<file path="src/hw/rtl/pmic_regulator_register_file_core_macros.svh">
// Assertion macros shared by the register file RTL.
// Included by the controller and datapath; no other dependencies.
`ifndef PMIC_REGULATOR_REGISTER_FILE_CORE_MACROS_SVH
`define PMIC_REGULATOR_REGISTER_FILE_CORE_MACROS_SVH

`ifndef SYNTHESIS
// Same-cycle implication, disabled while reset is high.
`define PRF_ASSERT_IMPL(label, clk, rst, lhs, rhs, msg) \
  label: assert property (@(posedge clk) disable iff (rst) (lhs) |-> (rhs)) \
    else $error(msg);
// Next-cycle implication, disabled while reset is high.
`define PRF_ASSERT_NEXT(label, clk, rst, lhs, rhs, msg) \
  label: assert property (@(posedge clk) disable iff (rst) (lhs) |=> (rhs)) \
    else $error(msg);
`else
`define PRF_ASSERT_IMPL(label, clk, rst, lhs, rhs, msg)
`define PRF_ASSERT_NEXT(label, clk, rst, lhs, rhs, msg)
`endif

`endif

</file>
<file path="src/hw/rtl/prf_pkg.sv">
// Package for the regulator register file: widths, register map constants,
// controller state type and controller-to-datapath command struct. No dependencies.
`default_nettype none

package prf_pkg;

  localparam int REGISTER_COUNT_DEFAULT = 256;

  localparam int ADDR_W  = 16;
  localparam int DATA_W  = 8;
  localparam int NIB_W   = 4;
  localparam int VOLT_W  = 22;
  localparam int STEP_W  = 15;
  localparam int PROD_W  = DATA_W + STEP_W;

  localparam logic OP_READ  = 1'b0;
  localparam logic OP_WRITE = 1'b1;

  localparam logic [ADDR_W-1:0] ADDR_ENABLE_END = 16'h0006;
  localparam logic [ADDR_W-1:0] ADDR_CHIP_NAME  = 16'h005a;
  localparam logic [ADDR_W-1:0] ADDR_CHIP_VER   = 16'h005b;
  localparam logic [ADDR_W-1:0] ADDR_SYS_CFG    = 16'h0072;
  localparam logic [ADDR_W-1:0] BUCK_FIRST      = 16'h001a;
  localparam logic [ADDR_W-1:0] BUCK_END        = 16'h0024;
  localparam logic [ADDR_W-1:0] NLDO_FIRST      = 16'h0043;
  localparam logic [ADDR_W-1:0] NLDO_END        = 16'h0048;
  localparam logic [ADDR_W-1:0] PLDO_FIRST      = 16'h004e;
  localparam logic [ADDR_W-1:0] PLDO_END        = 16'h0054;

  localparam logic [DATA_W-1:0] CHIP_NAME_VALUE = 8'h80;
  localparam logic [NIB_W-1:0]  CHIP_VER_HIGH   = 4'h6;

  localparam logic [DATA_W-1:0] BUCK_FINE_END   = 8'd160;
  localparam logic [DATA_W-1:0] BUCK_COARSE_END = 8'd237;
  localparam logic [DATA_W-1:0] LDO_END_SEL     = 8'd232;

  localparam logic [VOLT_W-1:0] UV_BASE_LOW   = 22'd500000;
  localparam logic [VOLT_W-1:0] UV_BASE_HIGH  = 22'd1500000;
  localparam logic [VOLT_W-1:0] UV_FLAT       = 22'd3400000;
  localparam logic [STEP_W-1:0] UV_STEP_BUCK_FINE   = 15'd6250;
  localparam logic [STEP_W-1:0] UV_STEP_BUCK_COARSE = 15'd25000;
  localparam logic [STEP_W-1:0] UV_STEP_LDO         = 15'd12500;

  typedef enum logic {
    ST_IDLE,
    ST_EXEC
  } state_t;

  typedef struct packed {
    logic capture;
    logic execute;
  } ctrl_cmd_t;

endpackage

`default_nettype wire

</file>
<file path="src/hw/rtl/prf_ram.sv">
// Generic single-port-write, single-port-read RAM with registered read.
// No dependencies.
`default_nettype none

module prf_ram #(
  parameter int WIDTH = 8,
  parameter int DEPTH = 256
) (
  input  wire logic                     clk,
  input  wire logic                     we,
  input  wire logic [$clog2(DEPTH)-1:0] waddr,
  input  wire logic [WIDTH-1:0]         wdata,
  input  wire logic                     re,
  input  wire logic [$clog2(DEPTH)-1:0] raddr,
  output logic      [WIDTH-1:0]         rdata
);

  logic [WIDTH-1:0] mem [DEPTH];

  always_ff @(posedge clk) begin
    if (we) begin
      mem[waddr] <= wdata;
    end
    if (re) begin
      rdata <= mem[raddr];
    end
  end

endmodule

`default_nettype wire

</file>
<file path="src/hw/rtl/prf_ctrl.sv">
// Controller for the register file: accept, execute, output valid tracking.
// Depends on prf_pkg and the assertion macro header.
`default_nettype none
`include "pmic_regulator_register_file_core_macros.svh"

module prf_ctrl (
  input  wire logic              clk,
  input  wire logic              rst,
  input  wire logic              in_valid,
  output logic                   in_ready,
  output logic                   out_valid,
  input  wire logic              out_ready,
  output prf_pkg::ctrl_cmd_t     cmd
);

  prf_pkg::state_t state, state_next;
  logic            out_valid_next;

  always_ff @(posedge clk) begin
    if (rst) begin
      state     <= prf_pkg::ST_IDLE;
      out_valid <= 1'b0;
    end else begin
      state     <= state_next;
      out_valid <= out_valid_next;
    end
  end

  always_comb begin
    state_next  = state;
    in_ready    = 1'b0;
    cmd.capture = 1'b0;
    cmd.execute = 1'b0;
    unique case (state)
      prf_pkg::ST_IDLE: begin
        in_ready = 1'b1;
        if (in_valid) begin
          cmd.capture = 1'b1;
          state_next  = prf_pkg::ST_EXEC;
        end
      end
      prf_pkg::ST_EXEC: begin
        // hold until the output register is free
        if (!out_valid || out_ready) begin
          cmd.execute = 1'b1;
          state_next  = prf_pkg::ST_IDLE;
        end
      end
      default: begin
        state_next = prf_pkg::ST_IDLE;
      end
    endcase

    if (cmd.execute) begin
      out_valid_next = 1'b1;
    end else if (out_ready) begin
      out_valid_next = 1'b0;
    end else begin
      out_valid_next = out_valid;
    end
  end

  `PRF_ASSERT_NEXT(a_capture_to_exec, clk, rst, cmd.capture, state == prf_pkg::ST_EXEC, "capture did not enter execute")
  `PRF_ASSERT_NEXT(a_execute_sets_valid, clk, rst, cmd.execute, out_valid, "execute did not raise out_valid")
  `PRF_ASSERT_IMPL(a_no_overwrite, clk, rst, cmd.execute, !out_valid || out_ready, "execute over a pending result")

endmodule

`default_nettype wire

</file>
<file path="src/hw/rtl/prf_datapath.sv">
// Datapath for the register file: input capture, register store with valid
// bits, masked write, identity readback, voltage decode and output register.
// Depends on prf_pkg, prf_ram and the assertion macro header.
`default_nettype none
`include "pmic_regulator_register_file_core_macros.svh"

module prf_datapath #(
  parameter int REGISTER_COUNT = prf_pkg::REGISTER_COUNT_DEFAULT
) (
  input  wire logic                         clk,
  input  wire logic                         rst,
  input  wire prf_pkg::ctrl_cmd_t           cmd,
  input  wire logic                         cfg_write_enable,
  input  wire logic [prf_pkg::NIB_W-1:0]    cfg_write_data,
  input  wire logic                         operation,
  input  wire logic [prf_pkg::ADDR_W-1:0]   reg_address,
  input  wire logic [prf_pkg::DATA_W-1:0]   write_data,
  output logic      [prf_pkg::DATA_W-1:0]   read_data,
  output logic                              is_voltage_register,
  output logic      [prf_pkg::VOLT_W-1:0]   voltage_uv,
  output logic                              power_off,
  output logic                              access_error
);

  localparam int AW = $clog2(REGISTER_COUNT);
  localparam logic [prf_pkg::ADDR_W-1:0] REG_LIMIT = prf_pkg::ADDR_W'(REGISTER_COUNT);

  logic                          op_q;
  logic [prf_pkg::ADDR_W-1:0]    addr_q;
  logic [prf_pkg::DATA_W-1:0]    data_q;
  logic [prf_pkg::NIB_W-1:0]     chip_version_nibble;
  logic [REGISTER_COUNT-1:0]     valid;
  logic                          sys_off;

  logic [prf_pkg::DATA_W-1:0]    ram_rdata;
  logic [prf_pkg::DATA_W-1:0]    old_byte;
  logic [prf_pkg::DATA_W-1:0]    new_byte;
  logic [prf_pkg::DATA_W-1:0]    rd_byte;
  logic [prf_pkg::NIB_W-1:0]     mask;
  logic                          in_range, is_ident, is_enable, is_buck, is_ldo;
  logic                          wr_en, err, off_next;
  logic [prf_pkg::VOLT_W-1:0]    base;
  logic [prf_pkg::STEP_W-1:0]    step;
  logic [prf_pkg::DATA_W-1:0]    k;
  logic [prf_pkg::PROD_W-1:0]    product;
  logic [prf_pkg::VOLT_W-1:0]    volt;

  prf_ram #(
    .WIDTH (prf_pkg::DATA_W),
    .DEPTH (REGISTER_COUNT)
  ) u_ram (
    .clk   (clk),
    .we    (wr_en),
    .waddr (addr_q[AW-1:0]),
    .wdata (new_byte),
    .re    (cmd.capture),
    .raddr (reg_address[AW-1:0]),
    .rdata (ram_rdata)
  );

  always_ff @(posedge clk) begin
    if (cmd.capture) begin
      op_q   <= operation;
      addr_q <= reg_address;
      data_q <= write_data;
    end
  end

  always_ff @(posedge clk) begin
    if (rst) begin
      chip_version_nibble <= '0;
      valid               <= '0;
      sys_off             <= 1'b0;
    end else begin
      if (cfg_write_enable) begin
        chip_version_nibble <= cfg_write_data;
      end
      if (wr_en) begin
        valid[addr_q[AW-1:0]] <= 1'b1;
      end
      if (cmd.execute) begin
        sys_off <= off_next;
      end
    end
  end

  always_comb begin
    in_range  = addr_q < REG_LIMIT;
    is_ident  = (addr_q == prf_pkg::ADDR_CHIP_NAME) || (addr_q == prf_pkg::ADDR_CHIP_VER);
    is_enable = addr_q < prf_pkg::ADDR_ENABLE_END;
    is_buck   = in_range && (addr_q >= prf_pkg::BUCK_FIRST) && (addr_q < prf_pkg::BUCK_END);
    is_ldo    = in_range &&
                (((addr_q >= prf_pkg::NLDO_FIRST) && (addr_q < prf_pkg::NLDO_END)) ||
                 ((addr_q >= prf_pkg::PLDO_FIRST) && (addr_q < prf_pkg::PLDO_END)));

    // never-written entries read as their reset value
    old_byte = valid[addr_q[AW-1:0]] ? ram_rdata : '0;
    mask     = data_q[prf_pkg::DATA_W-1:prf_pkg::NIB_W];

    if (op_q == prf_pkg::OP_WRITE && in_range && !is_ident) begin
      if (is_enable) begin
        new_byte = {{(prf_pkg::DATA_W-prf_pkg::NIB_W){1'b0}},
                    (old_byte[prf_pkg::NIB_W-1:0] & ~mask) |
                    (data_q[prf_pkg::NIB_W-1:0] & mask)};
      end else begin
        new_byte = data_q;
      end
    end else begin
      new_byte = old_byte;
    end

    wr_en = cmd.execute && (op_q == prf_pkg::OP_WRITE) && in_range && !is_ident;
    err   = (op_q == prf_pkg::OP_WRITE) && in_range && is_ident;

    if (op_q == prf_pkg::OP_WRITE || !in_range) begin
      rd_byte = '0;
    end else if (addr_q == prf_pkg::ADDR_CHIP_NAME) begin
      rd_byte = prf_pkg::CHIP_NAME_VALUE;
    end else if (addr_q == prf_pkg::ADDR_CHIP_VER) begin
      rd_byte = {prf_pkg::CHIP_VER_HIGH, chip_version_nibble};
    end else if (is_enable) begin
      rd_byte = {{(prf_pkg::DATA_W-prf_pkg::NIB_W){1'b0}}, old_byte[prf_pkg::NIB_W-1:0]};
    end else begin
      rd_byte = old_byte;
    end

    // pick one linear segment, then base + step * k
    base = '0;
    step = '0;
    k    = '0;
    if (is_buck) begin
      if (new_byte < prf_pkg::BUCK_FINE_END) begin
        base = prf_pkg::UV_BASE_LOW;
        step = prf_pkg::UV_STEP_BUCK_FINE;
        k    = new_byte;
      end else if (new_byte < prf_pkg::BUCK_COARSE_END) begin
        base = prf_pkg::UV_BASE_HIGH;
        step = prf_pkg::UV_STEP_BUCK_COARSE;
        k    = new_byte - prf_pkg::BUCK_FINE_END;
      end else begin
        base = prf_pkg::UV_FLAT;
      end
    end else if (is_ldo) begin
      if (new_byte < prf_pkg::LDO_END_SEL) begin
        base = prf_pkg::UV_BASE_LOW;
        step = prf_pkg::UV_STEP_LDO;
        k    = new_byte;
      end else begin
        base = prf_pkg::UV_FLAT;
      end
    end
    product = prf_pkg::PROD_W'(k) * prf_pkg::PROD_W'(step);
    volt    = base + product[prf_pkg::VOLT_W-1:0];

    if (wr_en && addr_q == prf_pkg::ADDR_SYS_CFG) begin
      off_next = data_q[0];
    end else begin
      off_next = sys_off;
    end
  end

  always_ff @(posedge clk) begin
    if (cmd.execute) begin
      read_data           <= rd_byte;
      is_voltage_register <= is_buck || is_ldo;
      voltage_uv          <= volt;
      power_off           <= off_next;
      access_error        <= err;
    end
  end

  `PRF_ASSERT_NEXT(a_write_reads_zero, clk, rst,
    cmd.execute && op_q == prf_pkg::OP_WRITE, read_data == '0,
    "write returned nonzero read data")
  `PRF_ASSERT_NEXT(a_out_of_range_quiet, clk, rst, cmd.execute && !in_range,
    read_data == '0 && !is_voltage_register && !access_error,
    "out-of-range access had an effect")
  `PRF_ASSERT_IMPL(a_ident_never_written, clk, rst, wr_en, !is_ident && in_range,
    "write reached a read-only or absent register")

endmodule

`default_nettype wire

</file>
<file path="src/hw/rtl/pmic_regulator_register_file_core.sv">
// Power-management register file: single-byte read/write accesses.
//
// Input channel (in_valid/in_ready) carries one access: operation (0 read,
// 1 write), reg_address and write_data. Output channel (out_valid/out_ready)
// returns one result per access: read_data, is_voltage_register, voltage_uv,
// power_off and access_error.
// cfg_write_enable/cfg_write_data load the chip version nibble.
//
// out_valid is registered. An accepted access is captured, its register store
// read is registered, then the execute step writes back and decodes; a new
// access is taken only after the last one has left the execute step.
// A finished result sits in the output register; the next access is taken
// meanwhile and waits in the execute step until the receiver takes the
// pending result, so a stalled receiver holds the pending result and at most one more access.
// Reset clears the configuration, the power-off bit and one valid bit per
// register entry at once; unwritten entries read as zero, so there is no
// clearing pass and the block accepts from the first cycle after reset.
// Depends on prf_pkg, prf_ctrl and prf_datapath.
`default_nettype none

module pmic_regulator_register_file_core #(
  parameter int REGISTER_COUNT = prf_pkg::REGISTER_COUNT_DEFAULT
) (
  input  wire logic                         clk,
  input  wire logic                         rst,
  input  wire logic                         cfg_write_enable,
  input  wire logic [prf_pkg::NIB_W-1:0]    cfg_write_data,
  input  wire logic                         in_valid,
  output logic                              in_ready,
  input  wire logic                         operation,
  input  wire logic [prf_pkg::ADDR_W-1:0]   reg_address,
  input  wire logic [prf_pkg::DATA_W-1:0]   write_data,
  output logic                              out_valid,
  input  wire logic                         out_ready,
  output logic      [prf_pkg::DATA_W-1:0]   read_data,
  output logic                              is_voltage_register,
  output logic      [prf_pkg::VOLT_W-1:0]   voltage_uv,
  output logic                              power_off,
  output logic                              access_error
);

  prf_pkg::ctrl_cmd_t cmd;

  prf_ctrl u_ctrl (
    .clk       (clk),
    .rst       (rst),
    .in_valid  (in_valid),
    .in_ready  (in_ready),
    .out_valid (out_valid),
    .out_ready (out_ready),
    .cmd       (cmd)
  );

  prf_datapath #(
    .REGISTER_COUNT (REGISTER_COUNT)
  ) u_datapath (
    .clk                 (clk),
    .rst                 (rst),
    .cmd                 (cmd),
    .cfg_write_enable    (cfg_write_enable),
    .cfg_write_data      (cfg_write_data),
    .operation           (operation),
    .reg_address         (reg_address),
    .write_data          (write_data),
    .read_data           (read_data),
    .is_voltage_register (is_voltage_register),
    .voltage_uv          (voltage_uv),
    .power_off           (power_off),
    .access_error        (access_error)
  );

endmodule

`default_nettype wire

</file>
<file path="config.mk">
export PLATFORM = sky130hd
export DESIGN_NAME = pmic_regulator_register_file_core
export DESIGN_NICKNAME = d
export VERILOG_FILES = /design/src/hw/rtl/prf_pkg.sv /design/src/hw/rtl/prf_ram.sv /design/src/hw/rtl/prf_ctrl.sv /design/src/hw/rtl/prf_datapath.sv /design/src/hw/rtl/pmic_regulator_register_file_core.sv
export VERILOG_INCLUDE_DIRS = /design/src /design/src/hw/rtl
export SDC_FILE = /design/constraint.sdc
export NUM_CORES = 2
export LEC_CHECK = 0
export ABC_AREA = 0
export ABC_CLOCK_PERIOD_IN_PS = 22400
export BUFFER_PORTS_ARGS = -buffer_cell sky130_fd_sc_hd__buf_4
export CORE_MARGIN = 8
export CORE_UTILIZATION = 40
export CTS_CLUSTER_SIZE = 28
export DETAILED_ROUTE_END_ITERATION = 10
export SLEW_MARGIN = 20
export SYNTH_ARGS = -nofsm -noshare
export SYNTH_HDL_FRONTEND = slang
export SYNTH_SLANG_ARGS = --single-unit
</file>
<file path="constraint.sdc">
create_clock -name clk -period 22.4 [get_ports clk]
set_clock_uncertainty 0.15 [all_clocks]
set_input_delay 3.36 -clock clk [delete_from_list [all_inputs] [get_ports clk]]
set_output_delay 3.36 -clock clk [all_outputs]
set_load 0.05 [all_outputs]
</file>
* Yosys cells after proc, flatten, opt, wreduce, memory -nomap -nowiden
Memory sizes are Yosys's and may differ from the RTL's. A register that Yosys moved wholly into a read port is not among the register bits.
Index checks and enable logic that the tools add are counted.
W data, S select, Z words.
** Storage, ports and cells
- Memories :: 1
- Input bits :: 34
- Word-level logic and storage cells :: 102
- Register bits after elaboration :: 321
- Output and inout bits :: 35
- Memory bits (writable) :: 2048
** Cells by class
- Order comparisons :: 13
- Add/subtract/negate cells :: 2
- Eq/ne operators :: 3
- Muxes and demuxes :: 37
- Bitwise operators :: 6
- Reductions and logical operators :: 24
- Multiply operators :: 1
** Memories
- u_datapath.u_ram.mem :: depth 256, bits a word 8, read ports 1, clocked after Yosys merged registers in 1, write ports 1, line prf_ram.sv:18 : logic [WIDTH-1:0] mem [DEPTH];
** Operators with widths (count)
- $or A256 B256 Y256 :: 1
- $mux W22 :: 5
- $mux W8 :: 11
- $mux W15 :: 4
- $eq A16 B7 Y1 const B :: 3
- $ge A16 B7 Y1 const B :: 2
- $lt A16 B7 Y1 const B :: 2
- $lt A8 B8 Y1 const B :: 3
- $add A22 B22 Y22 :: 1
- $mul A8 B15 Y22 :: 1
- $ge A16 B5 Y1 const B :: 1
- $lt A16 B3 Y1 const B :: 1
- $lt A16 B6 Y1 const B :: 1
- $lt A16 B9 Y1 const B :: 1
- $mux W14 :: 1
- $logic_and A1 B1 Y1 :: 13
- $mux W1 :: 13
- $lt A8 B9 Y1 const B :: 1
- $and A4 B4 Y4 :: 2
- $bmux W1 S8 :: 1
- $demux W1 S8 :: 1
- $ge A8 B1 Y1 const B :: 1
- $sub A8 B8 Y8 const B :: 1
- $logic_or A1 B1 Y1 :: 5
- other kinds (8) :: 10

* Logic depth before layout (Yosys ltp)
- Depth after elaboration :: 13
- Gate-level depth with buffers :: 34
- Gate-level depth less buffers :: 29

* By module
Synthesis repeated with hierarchy kept, for this count alone.
** Second synthesis, totals
- Cells, all modules :: 5430
- Area, all modules :: 95789.4 µm²
** Modules (own cells, without submodules)
- prf_ram :: cells each 3733, area each 79636.4 µm², instances 1, sequential area each 61739.2 µm²
- prf_datapath :: cells each 1687, area each 16057.9 µm², instances 1, sequential area each 6936.7 µm²
- prf_ctrl :: cells each 10, area each 95.1 µm², instances 1, sequential area each 40.0 µm²

* Worst setup path before layout
Ideal clock, no wire load.
- Kind :: reg-to-reg
- Start point :: register u_datapath.addr_q[0] (netlist bit)
- End point :: register u_datapath.voltage_uv[21] (netlist bit) (data pin)
- Slack :: 11.028 ns
- Data required time :: 21.989 ns
- Library setup time :: 0.261 ns
- Period minus slack after synthesis :: 11.372 ns
- Cell stages (with the launch flop) :: 32
- Buffers on the path :: 3
- Arrival time :: 10.961 ns
- Path through :: edfxtp_1 buf_6 buf_4 and2_1 clkbuf_1 a22oi_1 nand3_1 a41oi_1 o41ai_4 a21boi_2 a22o_1 inv_1 ha_1 or3_1 a21oi_1 fa_1 fa_1 fa_1 inv_1 fa_1 inv_1 ha_1 o21ai_0 nor2_1 o41ai_1 o21ai_0 o21ai_0 nand2b_1 a21oi_1 o21a_1 o21ai_0 xnor2_1
** Between the ends
- Elaborated cells between the ends (all ways) :: 48
- Classes of those cells :: add/sub (2); mul (1); order compare (11); eq/ne (2); mux (20); bitwise (2); reduce/logical (10)
** RTL lines
- start: declaration :: line prf_datapath.sv:29 : logic [prf_pkg::ADDR_W-1:0] addr_q;
- start signal: assignment :: line prf_datapath.sv:64 : addr_q <= reg_address;
- parallel branches: the longest is 4 deep, another holds $bmux W1 S8
- $mux W8 * :: line prf_datapath.sv:100 : if (op_q == prf_pkg::OP_WRITE && in_range && !is_ident) begin
- net u_datapath.new_byte (one bit) :: line prf_datapath.sv:37 : logic [prf_pkg::DATA_W-1:0] new_byte;
- $sub A8 B8 Y8, or another cell as far along :: line prf_datapath.sv:139 : k = new_byte - prf_pkg::BUCK_FINE_END;
- $mux W8, or another cell as far along :: line prf_datapath.sv:136 : end else if (new_byte < prf_pkg::BUCK_COARSE_END) begin
- $mux W8, or another cell as far along :: line prf_datapath.sv:132 : if (new_byte < prf_pkg::BUCK_FINE_END) begin
- $mux W8 or $mux W15 (tied branches) :: line prf_datapath.sv:131 : if (is_buck) begin
- $mul A8 B15 Y22 :: line prf_datapath.sv:152 : product = prf_pkg::PROD_W'(k) * prf_pkg::PROD_W'(step);
- $add A22 B22 Y22 * :: line prf_datapath.sv:153 : volt = base + product[prf_pkg::VOLT_W-1:0];
- net u_datapath.volt (one bit) :: line prf_datapath.sv:46 : logic [prf_pkg::VOLT_W-1:0] volt;
- end signal: assignment :: line prf_datapath.sv:166 : voltage_uv <= volt;
- end: declaration :: line prf_datapath.sv:20 : output logic [prf_pkg::VOLT_W-1:0] voltage_uv,
Mark *: on every way through the listed nets, which the timed path passes. The select of a mux whose other input is x is not followed.
A chain may end at the register's enable or synchronous reset.

* Final worst setup path
- Start point :: register u_datapath.addr_q[0] (netlist bit)
- End point :: register u_datapath.voltage_uv[21] (netlist bit) (data pin)
** Between the ends
- Longest elaborated chain between the ends :: 13
- Elaborated cells between the ends (all ways) :: 48
- Classes of those cells :: add/sub (2); mul (1); order compare (11); eq/ne (2); mux (20); bitwise (2); reduce/logical (10)
** RTL lines
- $bmux W1 S8 :: line prf_datapath.sv:97 : old_byte = valid[addr_q[AW-1:0]] ? ram_rdata : '0;
- $mux W1 (implied by the code) :: line prf_datapath.sv:97
- $mux W8 :: line prf_datapath.sv:97
- $and A4 B4 Y4 :: line prf_datapath.sv:103 : (old_byte[prf_pkg::NIB_W-1:0] & ~mask) |
- $or A4 B4 Y4 :: line prf_datapath.sv:103
- $mux W8 :: line prf_datapath.sv:101 : if (is_enable) begin
- $mux W8 :: line prf_datapath.sv:100
- $sub A8 B8 Y8, or another cell as far along :: line prf_datapath.sv:139
- $mux W8, or another cell as far along :: line prf_datapath.sv:136
- $mux W8, or another cell as far along :: line prf_datapath.sv:132
- $mux W8 or $mux W15 (tied branches) :: line prf_datapath.sv:131
- $mul A8 B15 Y22 :: line prf_datapath.sv:152
- $add A22 B22 Y22 * :: line prf_datapath.sv:153
- net u_datapath.volt (one bit) :: line prf_datapath.sv:46
Mark *: on every way through the listed nets, which the timed path passes. The rest lies on a longest branch. The select of a mux whose other input is x is not followed.

==> metrics <==
layout cells sized above 1=between 20% and 30%; r2r setup slk=~12 ns; net switching power of the design=between 0.0015 and 0.002 W; sequential share of power=between 50 and 60%; DRT iter0 DRCs=5,127; Worst R2R Start=u_datapath.addr_q[0]; clock buffer depth=3; first-pass detailed-route iteration total=5; Critical Path Max Stage Delay=between 0.9 and 1 ns; Critical Path Start=u_datapath.addr_q[0]; post-route minimum period=between 10 and 15 ns; Layout area overhead=13.0%; die width=about 500 um; synth warn=0; WP buf/inv=3; TNS Setup=0 ns; number of global-route vias before repair=about 47,000; initial antenna violation count=10; # hold bufs at CTS=0; Net count, final=between 5,000 and 6,000; Crit. End Element=flip-flop; fin crit share=between 40% and 50%; via/cell ratio=roughly 5.6; EDFF count, synth=2,113; worst endpoint required time=between 20 and 25 ns; Int Power=between 0.007 and 0.008 W; Worst slew margin=12.6%; post-CTS sizing=0; final cell count without fillers=approximately 8,300; mapped cell area=roughly 0.094 sq mm; Crit Path Category=flip-flop to flip-flop; vias=approximately 46,000; syn avg cell area=just under 20 sq um; WHS Path Cells=2; CTS Buf Count=235; RSZ-0062 raised after global routing=false; Port Buffers=67; Max Freq=~98 MHz; final hold vios=0; delay-heaviest family, CP=compound AO/OA/AOI/OAI gates; Wirelength per Cell=approximately 28 um; clock root buffer=clkbuf_16; register area share after synthesis=72.9%; Detailed Route WL=approximately 230 mm; max layer used=met5; CTS tree=built; sw frac=21.6%; combinational share of power=4.9%; DRC Markers=0; Filler cells=approximately 20,000; setup violators final=0; nature of the critical path startpoint=flip-flop; # rows=between 150 and 200; Total Power=around 0.0092 W; Slowest cell on crit path=and2_1; power share of the clock group=between 40% and 50%; Tightest Pin Transition=between 1 and 1.5 ns; hpwl dp=between 100 and 150 mm; largest net degree at the start of global routing=about 190; DIE HEIGHT=502 um; worst hold path class=flip-flop to flip-flop; # IOs=about 70; fraction of registers with async set/reset=0%; placed instance count=7,889; Setup WS post-layout=12.18 ns; H-tree depth=4; most frequent cells in the layout=2,113 x edfxtp_1, 734 x nor2_1, 720 x mux4_2; die area=approximately 0.25 sq mm; DP Worst Slack=12.31 ns; number of max-cap violations=0; Max rail drop VDD=0.0000904 V; postcts setup bufs=0; WP data arrival=about 11 ns; WL met3=around 17 mm; hold_sp=u_datapath.valid[15]; Clock transition at path regs=0.06 ns; metal2 WL=111 mm; status=finished clean; worst reg2reg path endpoint=u_datapath.voltage_uv[21]; Clock Sinks=approximately 2,400; first-pass GRT wire length=337 mm; flops & latches, synth=roughly 2,400; grt ovf=0; leakage=approximately 35 nW; met1 wire length=98.5 mm; Total GRT Usage=between 10% and 20%; Placer Congestion=a little under 0.9; clk_lat worst skew=0.91 ns; Initial Utilization=around 40%; top_reg_cell synth=edfxtp_1; Core ar.=~0.23 sq mm; r2r worst-path depth=28; Yosys cell types=66; most common cell after layout, fill and taps aside=edfxtp_1; worst-path maximum fanout=41; Final Max Tran Viols=0; Gate Count Post-Synth=4,805; Routed Antenna Nets=0; pwr/cell area=86.2 mW/mm^2; Hold Crit Endpoint=u_datapath.valid[15]
## worst max-delay path by stage
| stage | end | slack, ns | cells after the start |
|---|---|---|---|
| 2_1_floorplan | u_datapath.voltage_uv[21] | 11.03 | 31 |
| 3_3_place_gp | u_datapath.voltage_uv[21] | 11.64 | 28 |
| 6_report | u_datapath.voltage_uv[21] | 12.18 | 28 |
| 3_5_place_dp | u_datapath.voltage_uv[21] | 12.31 | 30 |
| 5_1_grt | u_datapath.voltage_uv[21] | 11.69 | 28 |
| 4_1_cts | u_datapath.voltage_uv[21] | 12.27 | 28 |
## power groups by stage
stage	registers, W	clock network [W]	logic (W)
finish	0.00485	0.00389	0.000451
global placement	0.00494	0	0.000447
floorplan	0.00496	0	0.000272
detailed placement	0.00494	0	0.000454
global route	0.00485	0.00412	0.000473
CTS	0.00485	0.00396	0.000455
## per-layer routing
layer,vias up,GRT usage [%]
li1,19500,-
met1,24900,25.8
met2,1750,29.0
met3,352,3.75
met4,2,5.21
met5,-,0
## layout make-up
| class | count | area [sq um] | area share (%) |
|---|---|---|---|
| timing repair buffer | 180 | 1450 | 1.36 |
| inverter | 124 | 518 | 0.486 |
| multi-input combinational | 2060 | 24300 | 22.8 |
| clock inverter | 145 | 1410 | 1.32 |
| clock buffer | 296 | 6250 | 5.87 |
| antenna | 3 | 7.51 | 0.00704 |
| tap | 3150 | 3940 | 3.70 |
| sequential | 2376 | 68700 | 64.5 |
## per-stage QoR
stage	util (%)	hold slack [ns]	cell area, sq um
after floorplan	-	0.285	94400
after global placement	42.1	0.294	98800
after detailed placement	42.1	0.303	98800
after CTS	45.4	0.317	107000
after global routing	45.4	0.331	107000
final	45.4	0.316	107000
## cell usage after synthesis (all sizes together) (2+ instances only)
master / count / share of area, %
nor2: 768 / 3.1
or3: 2 / 0.013
nor3b: 2 / 0.016
and3: 8 / 0.053
a21oi: 50 / 0.27
buf: 87 / 0.42
nand2: 72 / 0.29
mux2i: 52 / 0.55
a221oi: 7 / 0.072
edfxtp: 2113 / 67
clkbuf: 174 / 0.69
o21ai: 13 / 0.069
xor2: 2 / 0.019
ha: 53 / 0.70
a41oi: 4 / 0.037
o21a: 5 / 0.040
nand3: 41 / 0.22
o21ba: 31 / 0.33
nor2b: 12 / 0.080
nand3b: 2 / 0.016
or2: 11 / 0.073
fa: 63 / 1.3
inv: 124 / 0.49
nor4: 5 / 0.033
o41ai: 3 / 0.068
o211ai: 2 / 0.016
xnor2: 16 / 0.15
a22o: 8 / 0.084
nand4: 5 / 0.033
a22oi: 23 / 0.20
a21o: 6 / 0.048
nand2b: 9 / 0.060
nor3: 10 / 0.058
o22ai: 6 / 0.040
o41a: 2 / 0.024
mux4: 720 / 17
a211oi: 4 / 0.032
and2: 7 / 0.046
o21bai: 2 / 0.016
a211o: 2 / 0.019
dfxtp: 263 / 5.6
a31oi: 5 / 0.033
## worst min-delay path, delay by kind of cell (launching register included)
| family | cells | cell delay [ns] |
|---|---|---|
| flops | 1 | 0.32 |
| simple gates | 2 | 0.12 |
## kinds of logic (layout without fill, tap and decap cells)
family	Yosys count	count (layout)	share of synthesized area, %
flops	2376	2376	72.9
simple gates	958	958	4.09
fa+ha+maj	116	116	2.04
other cells	1	20	0.00398
xor+xnor	18	18	0.167
compound gates	178	178	1.45
mux	773	773	17.8
buf+inv	385	745	1.60
## registers in the layout, indices dropped and copies added, names as in the netlist
register	count
u_datapath.is_voltage_register	1
u_datapath.op_q	1
u_datapath.voltage_uv	21
u_datapath.power_off	1
u_datapath.sys_off	1
u_datapath.read_data	8
u_datapath.u_ram.mem	2048
u_datapath.data_q	8
u_ctrl.state	1
u_datapath.u_ram.rdata	8
u_datapath.addr_q	16
u_datapath.valid	256
u_ctrl.out_valid	1
u_datapath.access_error	1
u_datapath.chip_version_nibble	4
No activity file was read; power rests on OpenSTA's default activity.
